<file path="src/rtl/core/bgc_pkg.sv">
package bgc_pkg;

  localparam int DebounceW = 8;
  localparam int TicksW = 16;
  localparam int EnableW = 4;
  localparam int QueueDepth = 2;
  localparam int QueuePtrW = $clog2(QueueDepth);
  localparam int QueueCntW = $clog2(QueueDepth + 1);

  typedef logic [1:0] gesture_t;

  localparam gesture_t G_SINGLE      = 2'd0;
  localparam gesture_t G_DOUBLE      = 2'd1;
  localparam gesture_t G_LONG        = 2'd2;
  localparam gesture_t G_CLICK_PRESS = 2'd3;

  typedef enum logic [2:0] {
    REG_DEBOUNCE       = 3'd0,
    REG_LONG_PRESS     = 3'd1,
    REG_CLICK_GAP      = 3'd2,
    REG_DOUBLE_RELEASE = 3'd3,
    REG_ENABLE         = 3'd4
  } reg_index_t;

  localparam logic [DebounceW-1:0] DEBOUNCE_RESET       = 8'd10;
  localparam logic [TicksW-1:0]    LONG_PRESS_RESET     = 16'd3000;
  localparam logic [TicksW-1:0]    CLICK_GAP_RESET      = 16'd500;
  localparam logic [TicksW-1:0]    DOUBLE_RELEASE_RESET = 16'd600;
  localparam logic [EnableW-1:0]   ENABLE_RESET         = 4'hF;

  typedef struct packed {
    logic [DebounceW-1:0] debounce_ticks;
    logic [TicksW-1:0]    long_press_ticks;
    logic [TicksW-1:0]    click_gap_ticks;
    logic [TicksW-1:0]    double_release_ticks;
    logic [EnableW-1:0]   gesture_enable;
  } cfg_t;

  typedef struct packed {
    logic     valid;
    gesture_t gesture;
  } item_t;

  typedef struct packed {
    logic full;
    logic empty;
  } q_status_t;

endpackage

</file>
<file path="src/rtl/core/bgc_tick_if.sv">
interface bgc_tick_if;
  logic valid;
  logic ready;
  logic pin_level;

  modport source (output valid, output pin_level, input ready);
  modport sink (input valid, input pin_level, output ready);
endinterface

</file>
<file path="src/rtl/core/bgc_gesture_if.sv">
interface bgc_gesture_if;
  logic              valid;
  logic              ready;
  bgc_pkg::gesture_t gesture;

  modport source (output valid, output gesture, input ready);
  modport sink (input valid, input gesture, output ready);
endinterface

</file>
<file path="src/rtl/core/bgc_front.sv">
module bgc_front #(
  parameter int TIMER_BITS = 16
) (
  input  logic               clk,
  input  logic               rst,
  bgc_tick_if.sink           tick,
  input  bgc_pkg::cfg_t      cfg,
  input  bgc_pkg::q_status_t q_status,
  output bgc_pkg::item_t     push_item
);

  localparam int CmpW = (TIMER_BITS > bgc_pkg::TicksW) ? TIMER_BITS : bgc_pkg::TicksW;

  typedef enum logic [4:0] {
    ST_IDLE         = 5'b00001,
    ST_FIRST_PRESS  = 5'b00010,
    ST_SINGLE_CLICK = 5'b00100,
    ST_SECOND_PRESS = 5'b01000,
    ST_DOUBLE_CLICK = 5'b10000
  } state_t;

  state_t                           state, state_next, state_mid;
  logic                             debounced_pressed, debounced_pressed_next;
  logic [bgc_pkg::DebounceW-1:0]    since_change, since_change_next, since_inc;
  logic [TIMER_BITS-1:0]            timeout_left, timeout_left_next;
  logic                             timeout_armed, timeout_armed_next;
  logic                             accept;
  logic                             pressed;
  logic                             fire;
  bgc_pkg::gesture_t                g;

  function automatic logic [TIMER_BITS-1:0] timeout_load(input logic [bgc_pkg::TicksW-1:0] ticks);
    logic [CmpW-1:0] v;
    v = CmpW'(ticks);
    if (v == '0) begin
      v = CmpW'(1);
    end
    if (v > CmpW'({TIMER_BITS{1'b1}})) begin
      v = CmpW'({TIMER_BITS{1'b1}});
    end
    return TIMER_BITS'(v);
  endfunction

  assign tick.ready = !q_status.full;
  assign accept     = tick.valid && tick.ready;
  assign pressed    = !tick.pin_level;

  always_comb begin
    since_inc = (since_change != {bgc_pkg::DebounceW{1'b1}}) ?
                since_change + 1'b1 : since_change;
    state_mid              = state;
    timeout_armed_next     = timeout_armed;
    timeout_left_next      = timeout_left;
    debounced_pressed_next = debounced_pressed;
    since_change_next      = since_inc;
    fire                   = 1'b0;
    g                      = bgc_pkg::G_SINGLE;

    // timeout countdown and gesture report
    if (timeout_armed) begin
      timeout_left_next = (timeout_left != '0) ? timeout_left - 1'b1 : timeout_left;
      if (timeout_left_next == '0) begin
        timeout_armed_next = 1'b0;
        unique case (state)
          ST_FIRST_PRESS: begin
            fire = 1'b1;
            g    = bgc_pkg::G_LONG;
          end
          ST_SINGLE_CLICK: begin
            fire = 1'b1;
            g    = bgc_pkg::G_SINGLE;
          end
          ST_SECOND_PRESS: begin
            fire = 1'b1;
            g    = bgc_pkg::G_CLICK_PRESS;
          end
          ST_DOUBLE_CLICK: begin
            fire = 1'b1;
            g    = bgc_pkg::G_DOUBLE;
          end
          default: fire = 1'b0;
        endcase
        state_mid = ST_IDLE;
      end
    end

    state_next = state_mid;

    // debounced level change
    if (pressed != debounced_pressed && since_inc >= cfg.debounce_ticks) begin
      debounced_pressed_next = pressed;
      since_change_next      = '0;
      unique case (state_mid)
        ST_IDLE: begin
          if (pressed) begin
            state_next         = ST_FIRST_PRESS;
            timeout_left_next  = timeout_load(cfg.long_press_ticks);
            timeout_armed_next = 1'b1;
          end
        end
        ST_FIRST_PRESS: begin
          if (!pressed) begin
            state_next         = ST_SINGLE_CLICK;
            timeout_left_next  = timeout_load(cfg.click_gap_ticks);
            timeout_armed_next = 1'b1;
          end
        end
        ST_SINGLE_CLICK: begin
          if (pressed) begin
            state_next         = ST_SECOND_PRESS;
            timeout_left_next  = timeout_load(cfg.long_press_ticks);
            timeout_armed_next = 1'b1;
          end
        end
        ST_SECOND_PRESS: begin
          if (!pressed) begin
            state_next         = ST_DOUBLE_CLICK;
            timeout_left_next  = timeout_load(cfg.double_release_ticks);
            timeout_armed_next = 1'b1;
          end
        end
        default: state_next = state_mid;
      endcase
    end
  end

  assign push_item.valid   = accept && fire && cfg.gesture_enable[g];
  assign push_item.gesture = g;

  always_ff @(posedge clk) begin
    if (rst) begin
      state             <= ST_IDLE;
      debounced_pressed <= 1'b0;
      since_change      <= '0;
      timeout_left      <= '0;
      timeout_armed     <= 1'b0;
    end else if (accept) begin
      state             <= state_next;
      debounced_pressed <= debounced_pressed_next;
      since_change      <= since_change_next;
      timeout_left      <= timeout_left_next;
      timeout_armed     <= timeout_armed_next;
    end
  end

endmodule

</file>
<file path="src/rtl/core/bgc_queue.sv">
module bgc_queue (
  input  logic               clk,
  input  logic               rst,
  input  bgc_pkg::item_t     push_item,
  input  logic               pop,
  output bgc_pkg::gesture_t  head,
  output bgc_pkg::q_status_t status
);

  bgc_pkg::gesture_t               mem [bgc_pkg::QueueDepth];
  logic [bgc_pkg::QueuePtrW-1:0]   wr_ptr, rd_ptr;
  logic [bgc_pkg::QueueCntW-1:0]   count;
  logic                            do_push, do_pop;

  assign status.full  = (count == bgc_pkg::QueueCntW'(bgc_pkg::QueueDepth));
  assign status.empty = (count == '0);
  assign do_push      = push_item.valid && !status.full;
  assign do_pop       = pop && !status.empty;
  assign head         = mem[rd_ptr];

  always_ff @(posedge clk) begin
    if (do_push) begin
      mem[wr_ptr] <= push_item.gesture;
    end
  end

  always_ff @(posedge clk) begin
    if (rst) begin
      wr_ptr <= '0;
      rd_ptr <= '0;
      count  <= '0;
    end else begin
      if (do_push) begin
        wr_ptr <= (wr_ptr == bgc_pkg::QueuePtrW'(bgc_pkg::QueueDepth - 1)) ? '0 : wr_ptr + 1'b1;
      end
      if (do_pop) begin
        rd_ptr <= (rd_ptr == bgc_pkg::QueuePtrW'(bgc_pkg::QueueDepth - 1)) ? '0 : rd_ptr + 1'b1;
      end
      if (do_push && !do_pop) begin
        count <= count + 1'b1;
      end else if (do_pop && !do_push) begin
        count <= count - 1'b1;
      end
    end
  end

endmodule

</file>
<file path="src/rtl/core/bgc_back.sv">
module bgc_back (
  input  logic               clk,
  input  logic               rst,
  input  bgc_pkg::gesture_t  head,
  input  bgc_pkg::q_status_t q_status,
  output logic               pop,
  bgc_gesture_if.source      result
);

  logic              out_valid;
  bgc_pkg::gesture_t out_gesture;

  assign pop            = !q_status.empty && (!out_valid || result.ready);
  assign result.valid   = out_valid;
  assign result.gesture = out_gesture;

  always_ff @(posedge clk) begin
    if (rst) begin
      out_valid <= 1'b0;
    end else if (pop) begin
      out_valid <= 1'b1;
    end else if (result.ready) begin
      out_valid <= 1'b0;
    end
  end

  always_ff @(posedge clk) begin
    if (pop) begin
      out_gesture <= head;
    end
  end

endmodule

</file>
<file path="src/rtl/core/button_gesture_classifier_core.sv">
// Button gesture classifier. Each tick transfer carries one millisecond sample of the raw
// active-low button pin; the block debounces it, tracks press and release timing and emits
// single click, double click, long press or click-and-press results when the matching
// timeout runs out and the gesture is enabled. One tick is taken every clock cycle: the
// classifier updates its state registers on each accepted tick, results pass through a
// two-entry queue into an output register, and the tick side stalls only when that queue
// is full behind a stalled result. Registers must be written over the APB port only while
// no ticks are in flight; the user is bound by this, the block itself does not enforce it.
module button_gesture_classifier_core #(
  parameter int TIMER_BITS = 16
) (
  input  logic        clk,
  input  logic        rst,
  bgc_tick_if.sink    tick,
  bgc_gesture_if.source result,
  input  logic        psel,
  input  logic        penable,
  input  logic        pwrite,
  input  logic [4:0]  paddr,
  input  logic [31:0] pwdata,
  output logic [31:0] prdata,
  output logic        pready
);

  bgc_pkg::cfg_t      cfg;
  bgc_pkg::item_t     push_item;
  bgc_pkg::q_status_t q_status;
  bgc_pkg::gesture_t  head;
  logic               pop;
  logic               reg_write;

  assign pready    = 1'b1;
  assign reg_write = psel && penable && pwrite;

  always_ff @(posedge clk) begin
    if (rst) begin
      cfg.debounce_ticks       <= bgc_pkg::DEBOUNCE_RESET;
      cfg.long_press_ticks     <= bgc_pkg::LONG_PRESS_RESET;
      cfg.click_gap_ticks      <= bgc_pkg::CLICK_GAP_RESET;
      cfg.double_release_ticks <= bgc_pkg::DOUBLE_RELEASE_RESET;
      cfg.gesture_enable       <= bgc_pkg::ENABLE_RESET;
    end else if (reg_write) begin
      unique case (paddr[4:2])
        bgc_pkg::REG_DEBOUNCE:       cfg.debounce_ticks       <= pwdata[bgc_pkg::DebounceW-1:0];
        bgc_pkg::REG_LONG_PRESS:     cfg.long_press_ticks     <= pwdata[bgc_pkg::TicksW-1:0];
        bgc_pkg::REG_CLICK_GAP:      cfg.click_gap_ticks      <= pwdata[bgc_pkg::TicksW-1:0];
        bgc_pkg::REG_DOUBLE_RELEASE: cfg.double_release_ticks <= pwdata[bgc_pkg::TicksW-1:0];
        bgc_pkg::REG_ENABLE:         cfg.gesture_enable       <= pwdata[bgc_pkg::EnableW-1:0];
        default: ;
      endcase
    end
  end

  always_comb begin
    unique case (paddr[4:2])
      bgc_pkg::REG_DEBOUNCE:       prdata = 32'(cfg.debounce_ticks);
      bgc_pkg::REG_LONG_PRESS:     prdata = 32'(cfg.long_press_ticks);
      bgc_pkg::REG_CLICK_GAP:      prdata = 32'(cfg.click_gap_ticks);
      bgc_pkg::REG_DOUBLE_RELEASE: prdata = 32'(cfg.double_release_ticks);
      bgc_pkg::REG_ENABLE:         prdata = 32'(cfg.gesture_enable);
      default:                     prdata = '0;
    endcase
  end

  bgc_front #(
    .TIMER_BITS(TIMER_BITS)
  ) u_front (
    .clk      (clk),
    .rst      (rst),
    .tick     (tick),
    .cfg      (cfg),
    .q_status (q_status),
    .push_item(push_item)
  );

  bgc_queue u_queue (
    .clk      (clk),
    .rst      (rst),
    .push_item(push_item),
    .pop      (pop),
    .head     (head),
    .status   (q_status)
  );

  bgc_back u_back (
    .clk      (clk),
    .rst      (rst),
    .head     (head),
    .q_status (q_status),
    .pop      (pop),
    .result   (result)
  );

endmodule

</file>
<file path="src/flat_wrapper.sv">
// flat-port wrapper written by rule: the top's interface ports become plain ports
module button_gesture_classifier_core_flat 
#(
  parameter int TIMER_BITS = 16
)
  (clk, rst, psel, penable, pwrite, paddr, pwdata, prdata, pready, tick_valid, tick_pin_level, tick_ready, result_valid, result_gesture, result_ready);
  bgc_tick_if tick_i ();
  bgc_gesture_if result_i ();
  input  logic clk;
  input  logic rst;
  input  logic psel;
  input  logic penable;
  input  logic pwrite;
  input  logic [4:0] paddr;
  input  logic [31:0] pwdata;
  output logic [31:0] prdata;
  output logic pready;
  input wire logic [$bits(tick_i.valid)-1:0] tick_valid;
  input wire logic [$bits(tick_i.pin_level)-1:0] tick_pin_level;
  output wire logic [$bits(tick_i.ready)-1:0] tick_ready;
  output wire logic [$bits(result_i.valid)-1:0] result_valid;
  output wire logic [$bits(result_i.gesture)-1:0] result_gesture;
  input wire logic [$bits(result_i.ready)-1:0] result_ready;
  assign tick_i.valid = tick_valid;
  assign tick_i.pin_level = tick_pin_level;
  assign tick_ready = tick_i.ready;
  assign result_valid = result_i.valid;
  assign result_gesture = result_i.gesture;
  assign result_i.ready = result_ready;
  button_gesture_classifier_core #(.TIMER_BITS(TIMER_BITS)) u_core (.clk(clk), .rst(rst), .tick(tick_i), .result(result_i), .psel(psel), .penable(penable), .pwrite(pwrite), .paddr(paddr), .pwdata(pwdata), .prdata(prdata), .pready(pready));
endmodule
</file>
<file path="config.mk">
export PLATFORM = sky130hd
export DESIGN_NAME = button_gesture_classifier_core_flat
export DESIGN_NICKNAME = d
export VERILOG_FILES = /design/src/rtl/core/bgc_pkg.sv /design/src/rtl/core/bgc_tick_if.sv /design/src/rtl/core/bgc_gesture_if.sv /design/src/rtl/core/bgc_front.sv /design/src/rtl/core/bgc_queue.sv /design/src/rtl/core/bgc_back.sv /design/src/rtl/core/button_gesture_classifier_core.sv /design/src/flat_wrapper.sv
export SDC_FILE = /design/constraint.sdc
export NUM_CORES = 1
export LEC_CHECK = 0
export BUFFER_PORTS_ARGS = -buffer_cell sky130_fd_sc_hd__buf_2
export CAP_MARGIN = 30
export CORE_MARGIN = 2
export CORE_UTILIZATION = 45
export DETAILED_ROUTE_END_ITERATION = 7
export HOLD_SLACK_MARGIN = 0.02
export PLACE_DENSITY = 0.69
export REMOVE_ABC_BUFFERS = 1
export SLEW_MARGIN = 5
export SYNTH_ARGS = -nofsm -noshare
export SYNTH_HDL_FRONTEND = slang
export SYNTH_SLANG_ARGS = --single-unit
</file>
<file path="constraint.sdc">
create_clock -name clk -period 5 [get_ports clk]
set_input_delay 1 -clock clk [delete_from_list [all_inputs] [get_ports clk]]
set_output_delay 1 -clock clk [all_outputs]
set_load 0.1 [all_outputs]
</file>
==> key figures, run 1 <==
STA
  – Finish-stage setup viols: 0
  – Hold Violations, Final: 0
  – Clk_skew: 0.00734 ns
  – Final period util: 82.7%
  – F_max: 242 MHz
  – Final TNS setup: 0 ns
  – Fin crit period: 4.13 ns
  – Slew @ Worst Pin: 1.09 ns
  – Worst slew margin: 27.0%
  – PnR worst setup slack: 0.866 ns
  – RSZ-0062 raised after global routing: false
  – Hold_ws: 0.488 ns
  – Slew Viols, Final: 0

Min path
  – Sink of the worst hold path: u_core.u_front.since_change[1]$_SDFFE_PP0P_
  – Worst hold path type: reg -> reg
  – Hold depth: 2
  – Hold Startpoint: u_core.u_front.since_change[1]$_SDFFE_PP0P_

Floorplan
  – Core area: 14,400 sq um
  – Rows: 44
  – Io pins: 82
  – Initial Utilization: 45.7%
  – Die H: 125 um
  – Die X: 125 um
  – Total Die Area: 15,600 sq um

CTS
  – Setup bufs post-CTS: 0
  – Num Clock Sinks: 102
  – Post_cts resized: 0
  – Htree depth: 3
  – Root buf cell: clkbuf_16
  – Reg clk slew, reported paths: 0.07 ns
  – Clock Tree Buf Depth: 2
  – Clock Latency Late Sink: 0.36 ns
  – TritonCTS clock tree: yes
  – TritonCTS Buffers: 9
  – Hold-fix buffer count after cts: 0

Global route
  – Total track usage: 23.2%
  – Vias in the first global route: 5,363
  – Largest net degree at the start of global routing: 51
  – Initial antenna violation count: 0
  – First-pass GRT wire length: 29,300 um
  – Grt total ovfl: 0

Logic synthesis
  – Seq/Total Area, Yosys: 32.0%
  – Mean Syn Cell Area: 7.89 sq um
  – Largest area contributor in the netlist: dfxtp_1
  – Largest cells by area after synthesis: dfxtp_1 29%, nand2_1 8.1%, a21oi_1 5.4%, nor2_1 4.3%, mux2i_1 2.7%
  – Post-Synthesis Cells: 832
  – Synth Register Bits: 102
  – Post-Syn Area: 6570 sq um
  – Post-synth EDFFs: 6
  – Main synth FF type: dfxtp_1
  – Synth top area share: 29.3%
  – Ys async rst share: 0%
  – Synth unique cells: 81
  – Yosys warns: 0

Setup path
  – WS Path Type: reg -> reg
  – FF-to-FF End: u_core.u_front.timeout_left[1]$_SDFFE_PP0P_
  – Reg2reg start: u_core.u_front.since_change[0]$_SDFFE_PP0P_
  – Critical Path Fanout Max: 14
  – Reg-to-reg setup timing slack: 0.87 ns
  – R2R depth: 15
  – Worst setup EP type: flip-flop
  – CP required: 5.26 ns
  – Crit path DAT: 4.39 ns
  – Critical path origin: u_core.u_front.since_change[0]$_SDFFE_PP0P_
  – Startpoint Class: flip-flop

Placement
  – Dpl ws: 0.894 ns
  – IO Port Bufs: 46
  – GPL Wtd Cong: 0.857
  – Hpwl dp: 13,000 um

Outcome
  – Status: finished, final reports clean

Power and ir drop
  – Static Leak: 2.73 nW
  – Max VDD drop: 0.191 mV
  – Power density cells: 258 nW/um^2

Detailed routing
  – TritonRoute pass-1 iters: 5
  – Vias after detailed routing: 6,100
  – Via/cell ratio: 5.98
  – ANT nets after route: 0
  – DRC: 0
  – Routed wire per std cell: 17.8 um
  – Post-Route WL: 18,100 um
  – Initial DRC Count: 583

Finish
  – Synthesis-to-finish area growth: 7.53%
  – Fillers: 1,427
  – # diodes: 0
  – Nets: 887
  – Fraction of layout cells with a size suffix above 1: 14.1%

Flow run
  – Max Cap Viol: 0
==> final cells by class <==
type | instances | area, sq um | area share, %
Multi-Input combinational cell | 653 | 4090 | 58.0
Inverter | 12 | 45.0 | 0.638
Timing Repair Buffer | 53 | 315 | 4.47
Tap cell | 184 | 230 | 3.26
Sequential cell | 102 | 2100 | 29.8
Clock buffer | 10 | 229 | 3.24
Clock inverter | 6 | 45.0 | 0.638
==> cells in the mapped netlist, drive strengths merged (6+ instances only) <==
library cell	n
nand3	22
ha	11
mux2	13
nand2	142
inv	12
mux2i	18
nor3	15
a31oi	6
o21ai	23
a211o	6
buf	35
a21oi	72
or4	6
a211oi	9
a221oi	12
nor2b	12
a221o	7
a22oi	11
xnor2	16
o211ai	6
nor2	77
o22ai	6
and3	10
edfxtp	6
clkbuf	45
xor2	8
nand4	9
nand3b	19
or3	11
dfxtp	96
nand2b	7
a22o	7
nor4	20
==> sequential cells by signal, indices dropped and copies added (netlist names), 2 cells and up <==
name and flops:
u_core.u_queue.count 2, u_core.u_queue.mem 4, u_core.u_front.state 5, u_core.u_front.since_change 8, u_core.u_back.result.gesture 2, u_core.cfg 60, u_core.u_front.timeout_left 16
==> logic make-up after synthesis <==
| family | count (synthesis) | synth area share [%] |
|---|---|---|
| xor gates and xnor gates | 24 | 3.20 |
| and+or+nand+nor | 365 | 27.9 |
| AOI/OAI and AO/OA | 201 | 21.7 |
| adders and majority gates | 11 | 2.10 |
| buffers and inverters | 92 | 6.65 |
| muxes | 35 | 6.35 |
| DFF | 102 | 32.0 |
| other | 2 | 0.114 |
==> power breakdown <==
| group | internal [mW] | leakage, nW | switching (mW) | total, mW |
|---|---|---|---|---|
| clock network | 0.341 | 0.133 | 0.330 | 0.672 |
| logic | 0.0843 | 1.76 | 0.222 | 0.307 |
| registers | 0.829 | 0.837 | 0.0161 | 0.845 |
==> cells in the final DEF (no fill, tap or decap), drive strengths merged, types with 7 or more instances in the layout <==
master    n
nand2b    7
xor2      8
mux2i    18
nor4     20
a221o     7
ha       11
nor2b    12
nor2     77
a211oi    9
nand2   142
inv      14
nand3b   19
mux2     13
clkbuf   10
and3     10
or3      11
buf      53
a22o      7
a221oi   12
nor3     15
xnor2    16
o21ai    23
conb     17
nand3    22
a21oi    72
nand4     9
dfxtp    96
a22oi    11
==> routing by layer <==
layer	vias up	GRT usage, %	wire length [um]
li1	2982	-	-
met1	2836	33.9	8310
met2	254	34.8	8080
met3	28	3.57	1380
met4	0	7.73	385
met5	-	0	0
==> critical path, stage by stage (launching register included) <==
cell	delay (ns)
dfxtp_1	0.41
ha_1	0.27
and3_1	0.22
nand3_1	0.28
nand4_1	0.21
xnor2_1	0.18
ha_1	0.30
a21o_1	0.18
a211oi_1	0.22
o31ai_1	0.10
a21o_1	0.23
nand2_1	0.49
a21o_1	0.42
a221o_1	0.23
a31oi_1	0.04
a221oi_1	0.25
==> stage by stage <==
step | utilization, % | area (sq um) | instances | total power, mW
finish | 49.1 | 7060 | 1020 | 1.82
global route | 49.1 | 7060 | 1020 | 1.89
CTS | 49.0 | 7040 | 1019 | 1.83
detailed placement | 47.1 | 6770 | 1003 | 1.17
global placement | 46.9 | 6740 | 1001 | 1.16
floorplan | - | 6230 | 767 | 1.08
==> worst max path at each step <==
| stage | to | cells past startpoint |
|---|---|---|
| after floorplan | prdata[0] | 3 |
| after global placement | u_core.u_front.state[1]$_SDFFE_PP0P_ | 13 |
| after detailed placement | u_core.u_front.timeout_left[0]$_SDFFE_PP0P_ | 14 |
| after CTS | u_core.u_front.timeout_left[0]$_SDFFE_PP0P_ | 14 |
| after global routing | u_core.u_front.timeout_left[0]$_SDFFE_PP0P_ | 14 |
| final | u_core.u_front.timeout_left[1]$_SDFFE_PP0P_ | 15 |
Power figures use the tool's default switching activity.
==> run 2: changes to the inputs <==
- ABC_AREA: not set -> 1
- clock period: 5 -> 4 ns (I/O delays scaled with it)
==> run 2 against run 1 <==
Area after synthesis increased by 0.25%; setup slack got worse by 0.41 ns; via count increased by 10%; non-clock buffer count increased by 7; maximum frequency increased by 17%; sequential power increased by 35%; sequential share of layout area decreased by 0.87 points; global-route usage about the same.
==> key figures, run 2 <==
STA
  – RSZ-0062 raised after global routing: false
  – Hold Violations, Final: 0
  – Clk_skew: 0.0127 ns
  – Worst slew margin: 49.5%
  – Slew @ Worst Pin: 0.752 ns
  – Finish-stage setup viols: 0
  – Fin crit period: 3.54 ns
  – Final period util: 88.5%
  – F_max: 283 MHz
  – Final TNS setup: 0 ns
  – Slew Viols, Final: 0

Logic synthesis
  – Ys async rst share: 0%
  – Post-Synthesis Cells: 1,029
  – Post-synth EDFFs: 6
  – Main synth FF type: dfxtp_1
  – Top-count cell post-synth: nand2_1
  – Largest cells by area after synthesis: dfxtp_1 29%, nand2_1 16%, nor2_1 6.7%, o21ai_0 6.5%, inv_1 5.9%
  – Synth Register Bits: 102
  – Mean Syn Cell Area: 6.40 sq um
  – Seq/Total Area, Yosys: 31.9%
  – Yosys warns: 0
  – Synth top area share: 29.2%
  – Largest area contributor in the netlist: dfxtp_1
  – Synth cell count leaders: 277 x nand2_1, 117 x nor2_1, 103 x inv_1
  – Synth unique cells: 47
  – Post-Syn Area: 6580 sq um

CTS
  – Htree depth: 3
  – Setup bufs post-CTS: 0
  – TritonCTS clock tree: yes
  – Reg clk slew, reported paths: 0.07 ns
  – Num Clock Sinks: 102
  – Clock Latency Late Sink: 0.35 ns
  – TritonCTS Buffers: 9
  – Clock Tree Buf Depth: 2
  – Root buf cell: clkbuf_16
  – Post_cts resized: 0
  – Hold-fix buffer count after cts: 0

Placement
  – Cell Area, Placed: 6970 sq um
  – IO Port Bufs: 46
  – Hpwl dp: 13,400 um
  – GPL Wtd Cong: 0.918

Power and ir drop
  – Max VDD drop: 0.293 mV
  – Power density cells: 432 nW/um^2
  – Power Total: 3.14 mW
  – Static Leak: 3.26 nW

Min path
  – Worst hold path type: reg -> reg

Floorplan
  – Die H: 125 um
  – Initial Utilization: 45.6%
  – Rows: 44
  – Total Die Area: 15,600 sq um
  – Die X: 125 um
  – Core area: 14,400 sq um
  – Io pins: 82

Setup path
  – Startpoint Class: flip-flop
  – Worst-path cell chain: inv_1 > ha_1 > nand2_4 > nor2_4 > nand3_4 > nand2_1 > inv_1 > nor2_1 > nand4_4 > nor2_1 > o211ai_1 > nand3_1 > inv_1 > ha_1 > a21oi_1 > o21ai_0 > o21ai_0 > a21oi_1
  – Slowest CP cell: dfxtp_1
  – CP delay by family, top: simple AND/OR/NAND/NOR gates
  – CP required: 4.24 ns
  – Worst path bufs/invs: 3
  – Critical Path Fanout Max: 19
  – CP max stage delay: 0.34 ns
  – WS Path Type: reg -> reg
  – Most used cell, CP: inv_1
  – Crit path DAT: 3.78 ns
  – Worst setup EP type: flip-flop

Global route
  – Largest net degree at the start of global routing: 66
  – First-pass GRT wire length: 30,100 um
  – Initial antenna violation count: 0
  – Grt total ovfl: 0
  – Vias in the first global route: 5,961
  – Total track usage: 23.2%

Detailed routing
  – TritonRoute pass-1 iters: 5
  – DRC: 0
  – Vias after detailed routing: 6,721
  – Post-Route WL: 18,200 um
  – Routed wire per std cell: 14.6 um
  – ANT nets after route: 0
  – Initial DRC Count: 629
  – Via/cell ratio: 5.41

Finish
  – Commonest non-fill, non-tap cell in the layout: nand2_1
  – Fin area: 7270 sq um
  – Max reg flops: 60
  – Most frequent cells in the layout: 277 x nand2_1, 117 x nor2_1, 103 x inv_1, 96 x dfxtp_1, 86 x o21ai_0
  – Top flop regs: u_core.cfg (60), u_core.u_front.timeout_left (16), u_core.u_front.since_change (8)
  – # diodes: 0
  – Nets: 1,110
  – Synthesis-to-finish area growth: 10.5%
  – Fraction of layout cells with a size suffix above 1: 10.1%
  – Largest Register: u_core.cfg

Flow run
  – Max Cap Viol: 0

Outcome
  – Status: finished, final reports clean
## run 2: cell types whose count changed in the layout (fill, tap and decap cells not counted), sizes merged, moves of 47 or more
cell and delta:
nand3 +47, nor2 +49, nand2 +140, o21ai +66, inv +94
## run 2: tightest hold or removal path: stages (launching register included)
cell,delay (ns)
dfxtp_1,0.33
nand2_1,0.06
a21oi_1,0.05
## run 2: power breakdown
part           switching, mW  internal, mW
registers             0.0518          1.09
logic                  0.807         0.277
clock network          0.423         0.494
total                   1.28          1.86
## run 2: cell families (layout without fill, tap and decap cells)
| group | count (synthesis) | after routing | synth area share, % |
|---|---|---|---|
| AND/OR/NAND/NOR | 513 | 513 | 33.6 |
| multiplexers | 1 | 1 | 0.152 |
| other | 2 | 17 | 0.114 |
| AO/OA/AOI/OAI | 223 | 223 | 19.9 |
| adder cells (fa/ha/maj) | 11 | 11 | 2.09 |
| XOR/XNOR | 9 | 9 | 1.20 |
| flip-flops | 102 | 102 | 31.9 |
| buffers and inverters | 168 | 183 | 11.0 |
## run 2: worst paths after layout
kind | startpoint | endpoint | slack [ns] | cells past startpoint
min reg2reg | u_core.u_front.since_change[3]$_SDFFE_PP0P_ | u_core.u_front.since_change[3]$_SDFFE_PP0P_ | 0.49 | 2
min | u_core.u_front.since_change[3]$_SDFFE_PP0P_ | u_core.u_front.since_change[3]$_SDFFE_PP0P_ | 0.49 | 2
max reg2reg | u_core.u_front.timeout_left[1]$_SDFFE_PP0P_ | u_core.u_queue.count[1]$_SDFFE_PP0P_ | 0.46 | 18
max | u_core.u_front.timeout_left[1]$_SDFFE_PP0P_ | u_core.u_queue.count[1]$_SDFFE_PP0P_ | 0.46 | 18
## run 2: per-stage QoR
stage	std cells	utilization [%]	hold slack (ns)	worst slack (ns)
2_1_floorplan	983	-	0.451	-0.351
3_3_place_gp	1227	48.3	0.474	0.582
3_5_place_dp	1227	48.3	0.478	0.538
4_1_cts	1243	50.4	0.490	0.517
5_1_grt	1243	50.4	0.516	0.122
6_report	1243	50.4	0.487	0.460
## run 2: metal layers
layer  track usage (%)  vias to the layer above  wire length (um)
met1              34.1                     3031              8870
met4              7.52                        0               431
met5                 0                        -                 0
met3              3.00                       34               998
met2              35.4                      222              7900
li1                  -                     3434                 -
## run 2: cell type report
cell class                 instances  area (sq um)
tap                              184           230
inverter                         107           402
multi-input combinational        774          3810
clock inverter                     7          78.8
fill                            1499          7150
timing repair buffer              60           425
sequential                       102          2100
clock buffer                       9           225
